[config.mk]
export PLATFORM = sky130hd
export DESIGN_NAME = lcg_uniform_gaussian_generator
export DESIGN_NICKNAME = d
export VERILOG_FILES = /design/src/sv/lcgug_pkg.sv /design/src/sv/lcgug_ctrl.sv /design/src/sv/lcgug_datapath.sv /design/src/sv/lcg_uniform_gaussian_generator.sv
export SDC_FILE = /design/constraint.sdc
export NUM_CORES = 2
export LEC_CHECK = 0
export ABC_AREA = 0
export BUFFER_PORTS_ARGS = -buffer_cell sky130_fd_sc_hd__buf_4
export CORE_MARGIN = 2
export CORE_UTILIZATION = 70
export CTS_CLUSTER_SIZE = 16
export DETAILED_ROUTE_END_ITERATION = 12
export GPL_TIMING_DRIVEN = 1
export MAX_ROUTING_LAYER = met4
export PLACE_DENSITY = 0.95
export REMOVE_ABC_BUFFERS = 1
export SETUP_SLACK_MARGIN = 0.1
export SLEW_MARGIN = 20
export SYNTH_ARGS = -nofsm -noshare
export SYNTH_HDL_FRONTEND = slang
export SYNTH_HIERARCHICAL = 1
export SYNTH_SLANG_ARGS = --single-unit
[constraint.sdc]
create_clock -name i_clk -period 20.9 [get_ports i_clk]
set_input_delay 3.135 -clock i_clk [delete_from_list [all_inputs] [get_ports i_clk]]
set_output_delay 3.135 -clock i_clk [all_outputs]
set_load 0.01 [all_outputs]
[src/sv/lcgug_pkg.sv]
// shared types, constants and helpers for the lcg uniform / gaussian generator
// no dependencies; imported by every module of the block

package lcgug_pkg;

    // seed and fixed-point layout
    localparam int SEED_W     = 20;
    localparam int FRAC_BITS  = 20;
    localparam int DATA_W     = 32;
    localparam int SUM_W      = 24;   // holds twelve 20-bit seeds
    localparam int OPA_W      = 33;   // upper - lower, or sigma sign extended
    localparam int OPB_W      = 25;   // seed, or centered sum
    localparam int PROD_W     = OPA_W + OPB_W;
    localparam int SCALED_W   = PROD_W - FRAC_BITS;
    localparam int RES_W      = 40;   // mean plus scaled product, room for overflow
    localparam int STEP_CNT_W = 4;

    localparam logic [10:0] LCG_MUL = 11'd2045;
    localparam logic [STEP_CNT_W-1:0] GAUSS_TERMS = 4'd12;
    localparam logic [STEP_CNT_W-1:0] UNIFORM_TERMS = 4'd1;
    localparam logic signed [OPB_W-1:0] GAUSS_OFFSET = 25'sd6291456; // 6 * 2^20

    localparam logic signed [DATA_W-1:0] Q_MAX = 32'sh7fff_ffff;
    localparam logic signed [DATA_W-1:0] Q_MIN = 32'sh8000_0000;

    // request codes
    localparam logic [1:0] REQ_UNIFORM = 2'd0;
    localparam logic [1:0] REQ_GAUSS   = 2'd1;
    localparam logic [1:0] REQ_LOAD    = 2'd2;

    // input transaction
    typedef struct packed {
        logic [1:0]               req_type;
        logic signed [DATA_W-1:0] lower_or_mean;
        logic signed [DATA_W-1:0] upper_or_sigma;
        logic [SEED_W-1:0]        seed_load_value;
    } t_req_item;

    // output transaction
    typedef struct packed {
        logic signed [DATA_W-1:0] draw_value;
        logic                     saturated;
        logic [SEED_W-1:0]        seed_after;
    } t_result_item;

    // controller states
    typedef enum logic [1:0] {
        S_IDLE,
        S_STEP,
        S_MUL,
        S_FIN
    } t_state_e;

    // controller to datapath
    typedef struct packed {
        logic capture;
        logic step;
        logic mult;
        logic emit;
    } t_dp_cmd;

    // datapath to controller
    typedef struct packed {
        logic out_free;
    } t_dp_status;

    // one generator step: (2045 * s + 1) mod 2^20
    function automatic logic [SEED_W-1:0] lcg_next(input logic [SEED_W-1:0] s);
        logic [30:0] p;
        p = 31'(s) * 31'(LCG_MUL) + 31'd1;
        return p[SEED_W-1:0];
    endfunction

endpackage

[src/sv/lcgug_ctrl.sv]
// controller state machine: sequences capture, seed steps, multiply and result write
// depends on lcgug_pkg

module lcgug_ctrl import lcgug_pkg::*; (
    input  logic       i_clk,
    input  logic       i_rst_n,
    input  logic       i_in_valid,
    input  logic [1:0] i_req_type,
    input  t_dp_status i_status,
    output logic       o_in_ready,
    output t_dp_cmd    o_cmd
);

    t_state_e               r_state, n_state;
    logic [STEP_CNT_W-1:0]  r_cnt, n_cnt;
    logic                   w_accept;

    assign w_accept = i_in_valid && (r_state == S_IDLE);

    // state and step counter registers
    always_ff @(posedge i_clk) begin
        if (!i_rst_n) begin
            r_state <= S_IDLE;
            r_cnt   <= '0;
        end else begin
            r_state <= n_state;
            r_cnt   <= n_cnt;
        end
    end

    // next state
    always_comb begin
        n_state = r_state;
        n_cnt   = r_cnt;
        unique case (r_state)
            S_IDLE: begin
                if (i_in_valid) begin
                    if (i_req_type == REQ_UNIFORM) begin
                        n_state = S_STEP;
                        n_cnt   = UNIFORM_TERMS - 4'd1;
                    end else if (i_req_type == REQ_GAUSS) begin
                        n_state = S_STEP;
                        n_cnt   = GAUSS_TERMS - 4'd1;
                    end else begin
                        n_state = S_FIN;
                    end
                end
            end
            S_STEP: begin
                if (r_cnt == '0) begin
                    n_state = S_MUL;
                end else begin
                    n_cnt = r_cnt - 4'd1;
                end
            end
            S_MUL: begin
                n_state = S_FIN;
            end
            S_FIN: begin
                if (i_status.out_free) begin
                    n_state = S_IDLE;
                end
            end
            default: begin
                n_state = S_IDLE;
            end
        endcase
    end

    // outputs
    always_comb begin
        o_in_ready    = (r_state == S_IDLE);
        o_cmd.capture = w_accept;
        o_cmd.step    = (r_state == S_STEP);
        o_cmd.mult    = (r_state == S_MUL);
        o_cmd.emit    = (r_state == S_FIN) && i_status.out_free;
    end

endmodule

[src/sv/lcgug_datapath.sv]
// datapath: seed register, sum accumulator, shared multiplier, scaling and output register
// depends on lcgug_pkg

module lcgug_datapath import lcgug_pkg::*; (
    input  logic         i_clk,
    input  logic         i_rst_n,
    input  t_req_item    i_req,
    input  t_dp_cmd      i_cmd,
    input  logic         i_out_ready,
    output t_dp_status   o_status,
    output logic         o_out_valid,
    output t_result_item o_result
);

    logic [SEED_W-1:0]        r_seed;
    logic signed [DATA_W-1:0] r_a;
    logic signed [DATA_W-1:0] r_b;
    logic [1:0]               r_req;
    logic [SUM_W-1:0]         r_sum;
    logic signed [PROD_W-1:0] r_prod;
    logic                     r_out_valid;
    t_result_item             r_out;

    logic [SEED_W-1:0]          w_next;
    logic signed [OPA_W-1:0]    w_op_a;
    logic signed [OPB_W-1:0]    w_op_b;
    logic signed [PROD_W-1:0]   w_shift;
    logic signed [SCALED_W-1:0] w_scaled;
    logic signed [RES_W-1:0]    w_total;
    logic                       w_ovf;
    t_result_item               w_res;

    assign w_next = lcg_next(r_seed);

    // seed, operands and sum
    always_ff @(posedge i_clk) begin
        if (!i_rst_n) begin
            r_seed <= '0;
        end else if (i_cmd.capture) begin
            if (i_req.req_type == REQ_LOAD) begin
                r_seed <= i_req.seed_load_value;
            end
        end else if (i_cmd.step) begin
            r_seed <= w_next;
        end
    end

    always_ff @(posedge i_clk) begin
        if (i_cmd.capture) begin
            r_a   <= i_req.lower_or_mean;
            r_b   <= i_req.upper_or_sigma;
            r_req <= i_req.req_type;
            r_sum <= '0;
        end else if (i_cmd.step) begin
            r_sum <= r_sum + SUM_W'(w_next);
        end
    end

    // multiplier operand select
    always_comb begin
        if (r_req == REQ_GAUSS) begin
            w_op_a = {r_b[DATA_W-1], r_b};
            w_op_b = $signed({1'b0, r_sum}) - GAUSS_OFFSET;
        end else begin
            w_op_a = {r_b[DATA_W-1], r_b} - {r_a[DATA_W-1], r_a};
            w_op_b = $signed({{(OPB_W-SEED_W){1'b0}}, r_seed});
        end
    end

    always_ff @(posedge i_clk) begin
        if (i_cmd.mult) begin
            r_prod <= w_op_a * w_op_b;
        end
    end

    // floor shift, add offset, clip gaussian overflow
    always_comb begin
        w_shift  = r_prod >>> FRAC_BITS;
        w_scaled = w_shift[SCALED_W-1:0];
        w_total  = {{(RES_W-DATA_W){r_a[DATA_W-1]}}, r_a}
                 + {{(RES_W-SCALED_W){w_scaled[SCALED_W-1]}}, w_scaled};
        w_ovf    = (w_total[RES_W-1:DATA_W-1] != '0) && (w_total[RES_W-1:DATA_W-1] != '1);
        w_res.seed_after = r_seed;
        w_res.saturated  = 1'b0;
        w_res.draw_value = '0;
        if (r_req == REQ_GAUSS) begin
            w_res.saturated = w_ovf;
            if (w_ovf) begin
                w_res.draw_value = w_total[RES_W-1] ? Q_MIN : Q_MAX;
            end else begin
                w_res.draw_value = w_total[DATA_W-1:0];
            end
        end else if (r_req == REQ_UNIFORM) begin
            w_res.draw_value = w_total[DATA_W-1:0];
        end
    end

    // output register
    always_ff @(posedge i_clk) begin
        if (!i_rst_n) begin
            r_out_valid <= 1'b0;
        end else if (i_cmd.emit) begin
            r_out_valid <= 1'b1;
        end else if (i_out_ready) begin
            r_out_valid <= 1'b0;
        end
    end

    always_ff @(posedge i_clk) begin
        if (i_cmd.emit) begin
            r_out <= w_res;
        end
    end

    assign o_status.out_free = !r_out_valid || i_out_ready;
    assign o_out_valid       = r_out_valid;
    assign o_result          = r_out;

endmodule

[src/sv/lcg_uniform_gaussian_generator.sv]
// top level of the lcg uniform / gaussian generator: controller plus datapath
// depends on lcgug_pkg, lcgug_ctrl, lcgug_datapath
//
// channel   direction  handshake                  payload
// request   in         i_in_valid / o_in_ready    i_in_req   (t_req_item)
// result    out        o_out_valid / i_out_ready  o_out_result (t_result_item)
//
// one request at a time; a uniform draw runs accept, one seed step, multiply and scale,
// a gaussian draw the same with twelve seed steps through one lcg stage, and a seed
// load goes from accept straight to the result write; each returns to idle before the next accept.
// reset clears the seed to zero and empties the output register.
// a new request is taken while a result waits on a stalled output; the next
// result holds in the final stage until the output register frees up.

module lcg_uniform_gaussian_generator import lcgug_pkg::*; (
    input  logic         i_clk,
    input  logic         i_rst_n,
    input  logic         i_in_valid,
    output logic         o_in_ready,
    input  t_req_item    i_in_req,
    output logic         o_out_valid,
    input  logic         i_out_ready,
    output t_result_item o_out_result
);

    t_dp_cmd    w_cmd;
    t_dp_status w_status;

    // sequencing
    lcgug_ctrl u_ctrl (
        .i_clk      (i_clk),
        .i_rst_n    (i_rst_n),
        .i_in_valid (i_in_valid),
        .i_req_type (i_in_req.req_type),
        .i_status   (w_status),
        .o_in_ready (o_in_ready),
        .o_cmd      (w_cmd)
    );

    // arithmetic and storage
    lcgug_datapath u_dp (
        .i_clk       (i_clk),
        .i_rst_n     (i_rst_n),
        .i_req       (i_in_req),
        .i_cmd       (w_cmd),
        .i_out_ready (i_out_ready),
        .o_status    (w_status),
        .o_out_valid (o_out_valid),
        .o_result    (o_out_result)
    );

endmodule

# [After elaboration in Yosys (flattened, before gate mapping)]
# Index checks and enable logic that the tools add are counted.
[totals] wordCells=71 reg_bits=228 out_inout_bits=55 input_bits=90
[classes] add_sub_neg=6 reduce_logical=16 mux=22 eq_ne=13 mul=2
[ops] op="$mux 32" count=4
[ops] op="$mux 20" count=3
[ops] op="$mul 33x25->58" count=1
[ops] op="$add 32x38->39" count=1
[ops] op="$mux 33" count=1
[ops] op="$sub 32x32->33" count=1
[ops] op="$mux 25" count=1
[ops] op="$sub 24x23->25 const B" count=1
[ops] op="$add 24x20->24" count=1
[ops] op="$add 20x1->20 const B" count=1
[ops] op="$mul 20x11->20 const B" count=1
[ops] op="$mux 4" count=4
[ops] op="$mux 2" count=5
[ops] op="$ne 9x9->1 const B" count=1
[ops] op="$reduce_bool 9->1" count=1
[ops] op="$pmux 2 s4" count=1
[ops] op="$pmux 4 s2" count=1
[ops] op="$eq 2x1->1 const B" count=3
[ops] op="$eq 2x2->1 const B" count=3
[ops] op="$logic_not 2->1" count=3
[ops] op="$ne 2x2->1 const B" count=3
[ops] op="$reduce_bool 2->1" count=3
[ops] op="$logic_not 4->1" count=1
[ops] op="$ne 2x1->1 const B" count=2
[ops] op="9 further kinds" count=12

# [Longest topological paths before layout]
[logic_depth] depth_word=5 mapped_depth=42 ltp_nobuf=41

# [By module]
# The synthesis kept the hierarchy.
[by_module_without_submodules] module="lcgug_datapath" cells_each=4678 instances=1 area_each_um2=43355.3 seq_area_each_um2=5615.4
[by_module_without_submodules] module="lcgug_ctrl" cells_each=57 instances=1 area_each_um2=475.5 seq_area_each_um2=120.1

# [Least setup slack after synthesis]
# OpenSTA, ideal clock, no wires.
[synth_path] path_type="reg-to-reg" startpoint="reg u_dp.r_b[0]" endpoint="reg u_dp.r_prod[56] (data pin)" required_ns=20.642 path_stages_with_launch=38 period_less_slack_ns=9.688 path_slack_ns=11.212 setup_ns=0.258 n_path_buf=2 t_arrival_ns=9.431 path_cell_list="edfxtp_1 inv_1 ha_1 inv_1 fa_1 a21o_1 a21oi_1 nand2b_1 a211oi_1 o211ai_1 nand2_1 o221ai_1 o31ai_1 o31ai_1 a41o_1 clkbuf_1 clkbuf_1 nand2_1 [2 not listed] fa_1 inv_1 fa_1 inv_1 fa_1 fa_1 fa_1 inv_1 fa_1 inv_1 ha_1 nand3_1 or4_1 o21ai_0 nor3b_1 o31ai_1 a21oi_1 xnor2_1"
[synth_via] elab_chain_len=3
[synth_rtl] element="start: declaration" line="lcgug_datapath.sv:17" source="logic signed [DATA_W-1:0] r_b;"
[synth_rtl] element="start signal: assignment" line="lcgug_datapath.sv:51" source="r_b <= i_req.upper_or_sigma;"
[synth_rtl] element="$sub 32x32->33" line="lcgug_datapath.sv:65" source="w_op_a = {r_b[DATA_W-1], r_b} - {r_a[DATA_W-1], r_a};"
[synth_rtl] element="$mux 33 (*)" line="lcgug_datapath.sv:61" source="if (r_req == REQ_GAUSS) begin"
[synth_rtl] element="$mul 33x25->58 (*)" line="lcgug_datapath.sv:72" source="r_prod <= w_op_a * w_op_b;"
[synth_rtl] element="end signal: assignment" line="lcgug_datapath.sv:72"
[synth_rtl] element="end: declaration" line="lcgug_datapath.sv:20" source="logic signed [PROD_W-1:0] r_prod;"
# Mark *: on every way between the ends. The rest lies on a longest branch, timed or not.
# A chain may end at the register's enable or synchronous reset.

# [Final worst setup path]
# Same ends and word-level chain as after synthesis.

==> results.md <==
Outcome:
- The flow ran to the end, and the final reports show no timing, DRC or antenna violations.

Layout:
- The most common cell after layout, fill and taps aside is sky130_fd_sc_hd__inv_1.
- The final net count is between 6000 and 7000.
- Relative to the synthesized area, the layout overhead comes to 6.80%.
- The filler-free cell count of the finished design is 5663.
- Of the cells placed in the final design, the portion with a size suffix greater than 1 is 6.68%.
- The top cell types in the final layout, fill and taps aside, are 1013 x sky130_fd_sc_hd__inv_1, 916 x sky130_fd_sc_hd__fa_1, 579 x sky130_fd_sc_hd__nand2_1.

Global routing:
- Entering global routing, the biggest net connects 80 pins.
- The number of antenna violations at the first check in global routing is 6.
- The via count of the first global-routing pass is 39148.
- The first-pass GRT wire length is 213000 µm.
- For this run the aggregate overflow at the end of global routing stands at 0.
- The overall fraction of global-route tracks in use is 45.7%.

Detailed routing:
- The first-pass iteration count of the detailed router is 9.
- The final antenna-violating net count is 0.
- The routed via count is ~36000.
- The initial DRC count is 4540.
- Dividing the detail-routed via count by the number of cells gives 6.39.
- After detailed routing, the number of remaining DRC violations is 0.
- The wire length per cell is 24.2 µm.
- The aggregate routed wire length is 137000 µm.

STA:
- The remaining max-slew budget at the tightest pin is 14.3%.
- The fraction of the cycle the final worst path needs is 58.7%.
- Counting I/O delays and the setup requirement, the final critical path takes between 10 and 15 ns.
- Setup repair after global routing left no endpoint under its margin.
- The aggregate negative setup slack is 0 ns.
- The final-report hold violation count is 0.
- The final hold slack is 0.507 ns.
- The achievable clock frequency is 81.5 MHz.
- The maximum clock skew at final layout is 0.0261 ns.
- The final count of pins violating max slew was 0.
- For the pin with the worst max-slew slack, the measured transition is 1.28 ns.
- Setup violations remaining at the end of the flow were counted as 0.

CTS:
- The post-cts sizing count is 0.
- The number of buffers on the longest clock path is 3.
- The hold-fix buffer count after cts is 0.
- In this run the number of H-tree levels came out at 1.
- The total setup buffers inserted after CTS is 0.
- The root buffer cell is sky130_fd_sc_hd__clkbuf_16.
- The clock net in this run drives a total of around 210 sinks.
- The insertion delay to the later sink of the worst-skew pair is roughly 0.6 ns.
- Clock-pin slew was measured on the worst setup and hold paths at 0.06 ns.
- The TritonCTS clock tree is built.
- The total clock buffers created by CTS is 27.

Setup path:
- Data on the critical path is required at its endpoint by 21.25 ns.
- The end point of the critical path is u_dp/r_prod[56]$_DFFE_PP_.
- STA classifies the critical path endpoint as a flop.
- The most common cell type on the critical path is sky130_fd_sc_hd__fa_1.
- The launch point of the worst path is u_dp/r_b[0]$_DFFE_PP_.
- The setup slack on the worst flop-to-flop path is approximately 8.6 ns.
- The cell at the slowest stage of the critical path is sky130_fd_sc_hd__o221ai_1.
- The maximum net fanout on the critical path is 18.
- The endpoint identified for the worst register-to-register timing path is u_dp/r_prod[56]$_DFFE_PP_.
- The worst setup path is launched from a flop.
- The reg-to-reg critical path startpoint is u_dp/r_b[0]$_DFFE_PP_.
- The data arrival time of the worst path is 12.61 ns.
- The largest single stage delay on the critical path is 0.82 ns.
- The critical setup path kind is flop to flop.
- The worst-case reg-to-reg path depth is 35.

Place:
- In this run, placement finished with an instance count of 5605.
- Routability-driven placement finished with a final weighted congestion of 1.07.
- Once detailed placement completed, the half-perimeter wirelength came to 108000 µm.
- The number of buffers added on ports is about 140.

Yosys:
- Among all flip-flop cells after synthesis, the most frequent one is sky130_fd_sc_hd__edfxtp_1.
- Summing the sequential cell areas from Yosys gives 13.1% of the chip area.
- Yosys attributes the largest share of cell area to sky130_fd_sc_hd__fa_1 42%, sky130_fd_sc_hd__edfxtp_1 11%, sky130_fd_sc_hd__inv_1 8.7%.
- Averaged over all synthesized cells, the footprint is between 9 and 10 µm².
- The number of register bits inferred by synthesis is approximately 210.
- The post-synthesis cell type with the largest combined area is sky130_fd_sc_hd__fa_1.
- The count of unique library cells instantiated by Yosys is 85.
- The async set-or-reset flop fraction in the synthesized netlist is 0%.
- After synthesis, the largest area contributor takes up around two fifths of total cell area.
- During synthesis, Yosys emitted a total of 6 warnings.
- The synthesized area is 0.0438 mm².
- Yosys mapped a number of flops with a built-in enable equal to 157.
- The count of mapped cells out of synthesis is 4735.

Floorplanning:
- The number of standard-cell rows in the floorplan is slightly above 90.
- Measured along the x axis, the die boundary spans 254 µm.
- Once the floorplan was initialized, standard cells occupied a little under three quarters of the core.
- ~150 I/O pins were placed.
- The floorplan step defined a core boundary enclosing roughly 0.06 mm².
- The area of the die is between 0.06 and 0.07 mm².
- The die extent in y is 254 µm.

Min path:
- The start point of the worst min-delay path is u_ctrl/r_cnt[3]$_SDFFE_PN0P_.
- In this run the worst hold path is classified as flop to flop.

Flow run:
- The tool flagged a number of max-cap violations equal to 0.
synth_stat cells (49+ instances only):
library cell and instances:
sky130_fd_sc_hd__fa_1 916, sky130_fd_sc_hd__o21ai_0 89, sky130_fd_sc_hd__dfxtp_1 51, sky130_fd_sc_hd__nand3_1 68
sky130_fd_sc_hd__clkbuf_1 163, sky130_fd_sc_hd__xnor2_1 108, sky130_fd_sc_hd__nand2_1 579, sky130_fd_sc_hd__and2_1 72
sky130_fd_sc_hd__and3_1 49, sky130_fd_sc_hd__a21o_1 67, sky130_fd_sc_hd__a21oi_1 141, sky130_fd_sc_hd__edfxtp_1 157
sky130_fd_sc_hd__nor2_1 425, sky130_fd_sc_hd__inv_1 1013, sky130_fd_sc_hd__ha_1 301
metrics by stage:
stage | utilization [%] | setup WS, ns | cell area [µm²]
floorplan | - | 8.34 | 43100
global placement | 74.2 | 9.84 | 45900
detailed placement | 74.2 | 9.41 | 45900
CTS | 75.6 | 9.28 | 46800
global route | 75.7 | 8.30 | 46800
finish | 75.7 | 8.63 | 46800
kinds of logic after synthesis:
group,after synthesis,synth area share (%)
AO/OA/AOI/OAI,558,8.65
XOR/XNOR,154,3.09
adder cells (fa/ha/maj),1217,50.4
buffers and inverters,1204,10.4
flip-flops,208,13.1
multiplexers,38,0.879
AND/OR/NAND/NOR,1356,13.5
layer usage:
layer	up-vias	global-route usage [%]	share of wire (%)
met5	-	-	0
met4	0	36.0	10
met3	1047	17.4	13
met2	2738	67.7	45
met1	17578	49.3	31
li1	14807	-	-
critical path, delay by kind of cell, from the launching register on:
kind / cells / cell delay, ns
xor gates and xnor gates: 1 / 0.14
and+or+nand+nor: 6 / 1.37
adders and majority gates: 10 / 5.21
DFF: 1 / 0.57
AOI/OAI and AO/OA: 11 / 3.80
buffers and inverters: 7 / 0.92
flip-flops by register name, summed over array words and instances (netlist names):
register	flops
u_ctrl/r_cnt	4
u_ctrl/r_state	2
u_dp/o_out_valid	1
u_dp/o_result	53
u_dp/r_a	32
u_dp/r_b	32
u_dp/r_prod	38
u_dp/r_req	2
u_dp/r_seed	20
u_dp/r_sum	24
cell type report:
cell class / count / area [µm²]
sequential: 208 / 5740
timing repair buffer: 225 / 1690
inverter: 1014 / 3810
tap: 837 / 1050
fill: 4018 / 15000
clock buffer: 28 / 679
antenna: 8 / 20.0
multi-input combinational: 3323 / 33600
clock inverter: 20 / 196
worst min-delay path by stage:
stage | end | slack [ns] | cells after the start
after floorplan | u_ctrl/r_cnt[3]$_SDFFE_PN0P_ | 0.46 | 2
after CTS | u_ctrl/r_cnt[3]$_SDFFE_PN0P_ | 0.50 | 2
final | u_ctrl/r_cnt[3]$_SDFFE_PN0P_ | 0.51 | 2
after detailed placement | u_ctrl/r_cnt[3]$_SDFFE_PN0P_ | 0.49 | 2
after global routing | u_ctrl/r_cnt[3]$_SDFFE_PN0P_ | 0.54 | 2
after global placement | u_ctrl/r_cnt[3]$_SDFFE_PN0P_ | 0.48 | 2
Power is not shown: default switching activity piles up to over one toggle a cycle in this logic, so the estimate is an artifact.
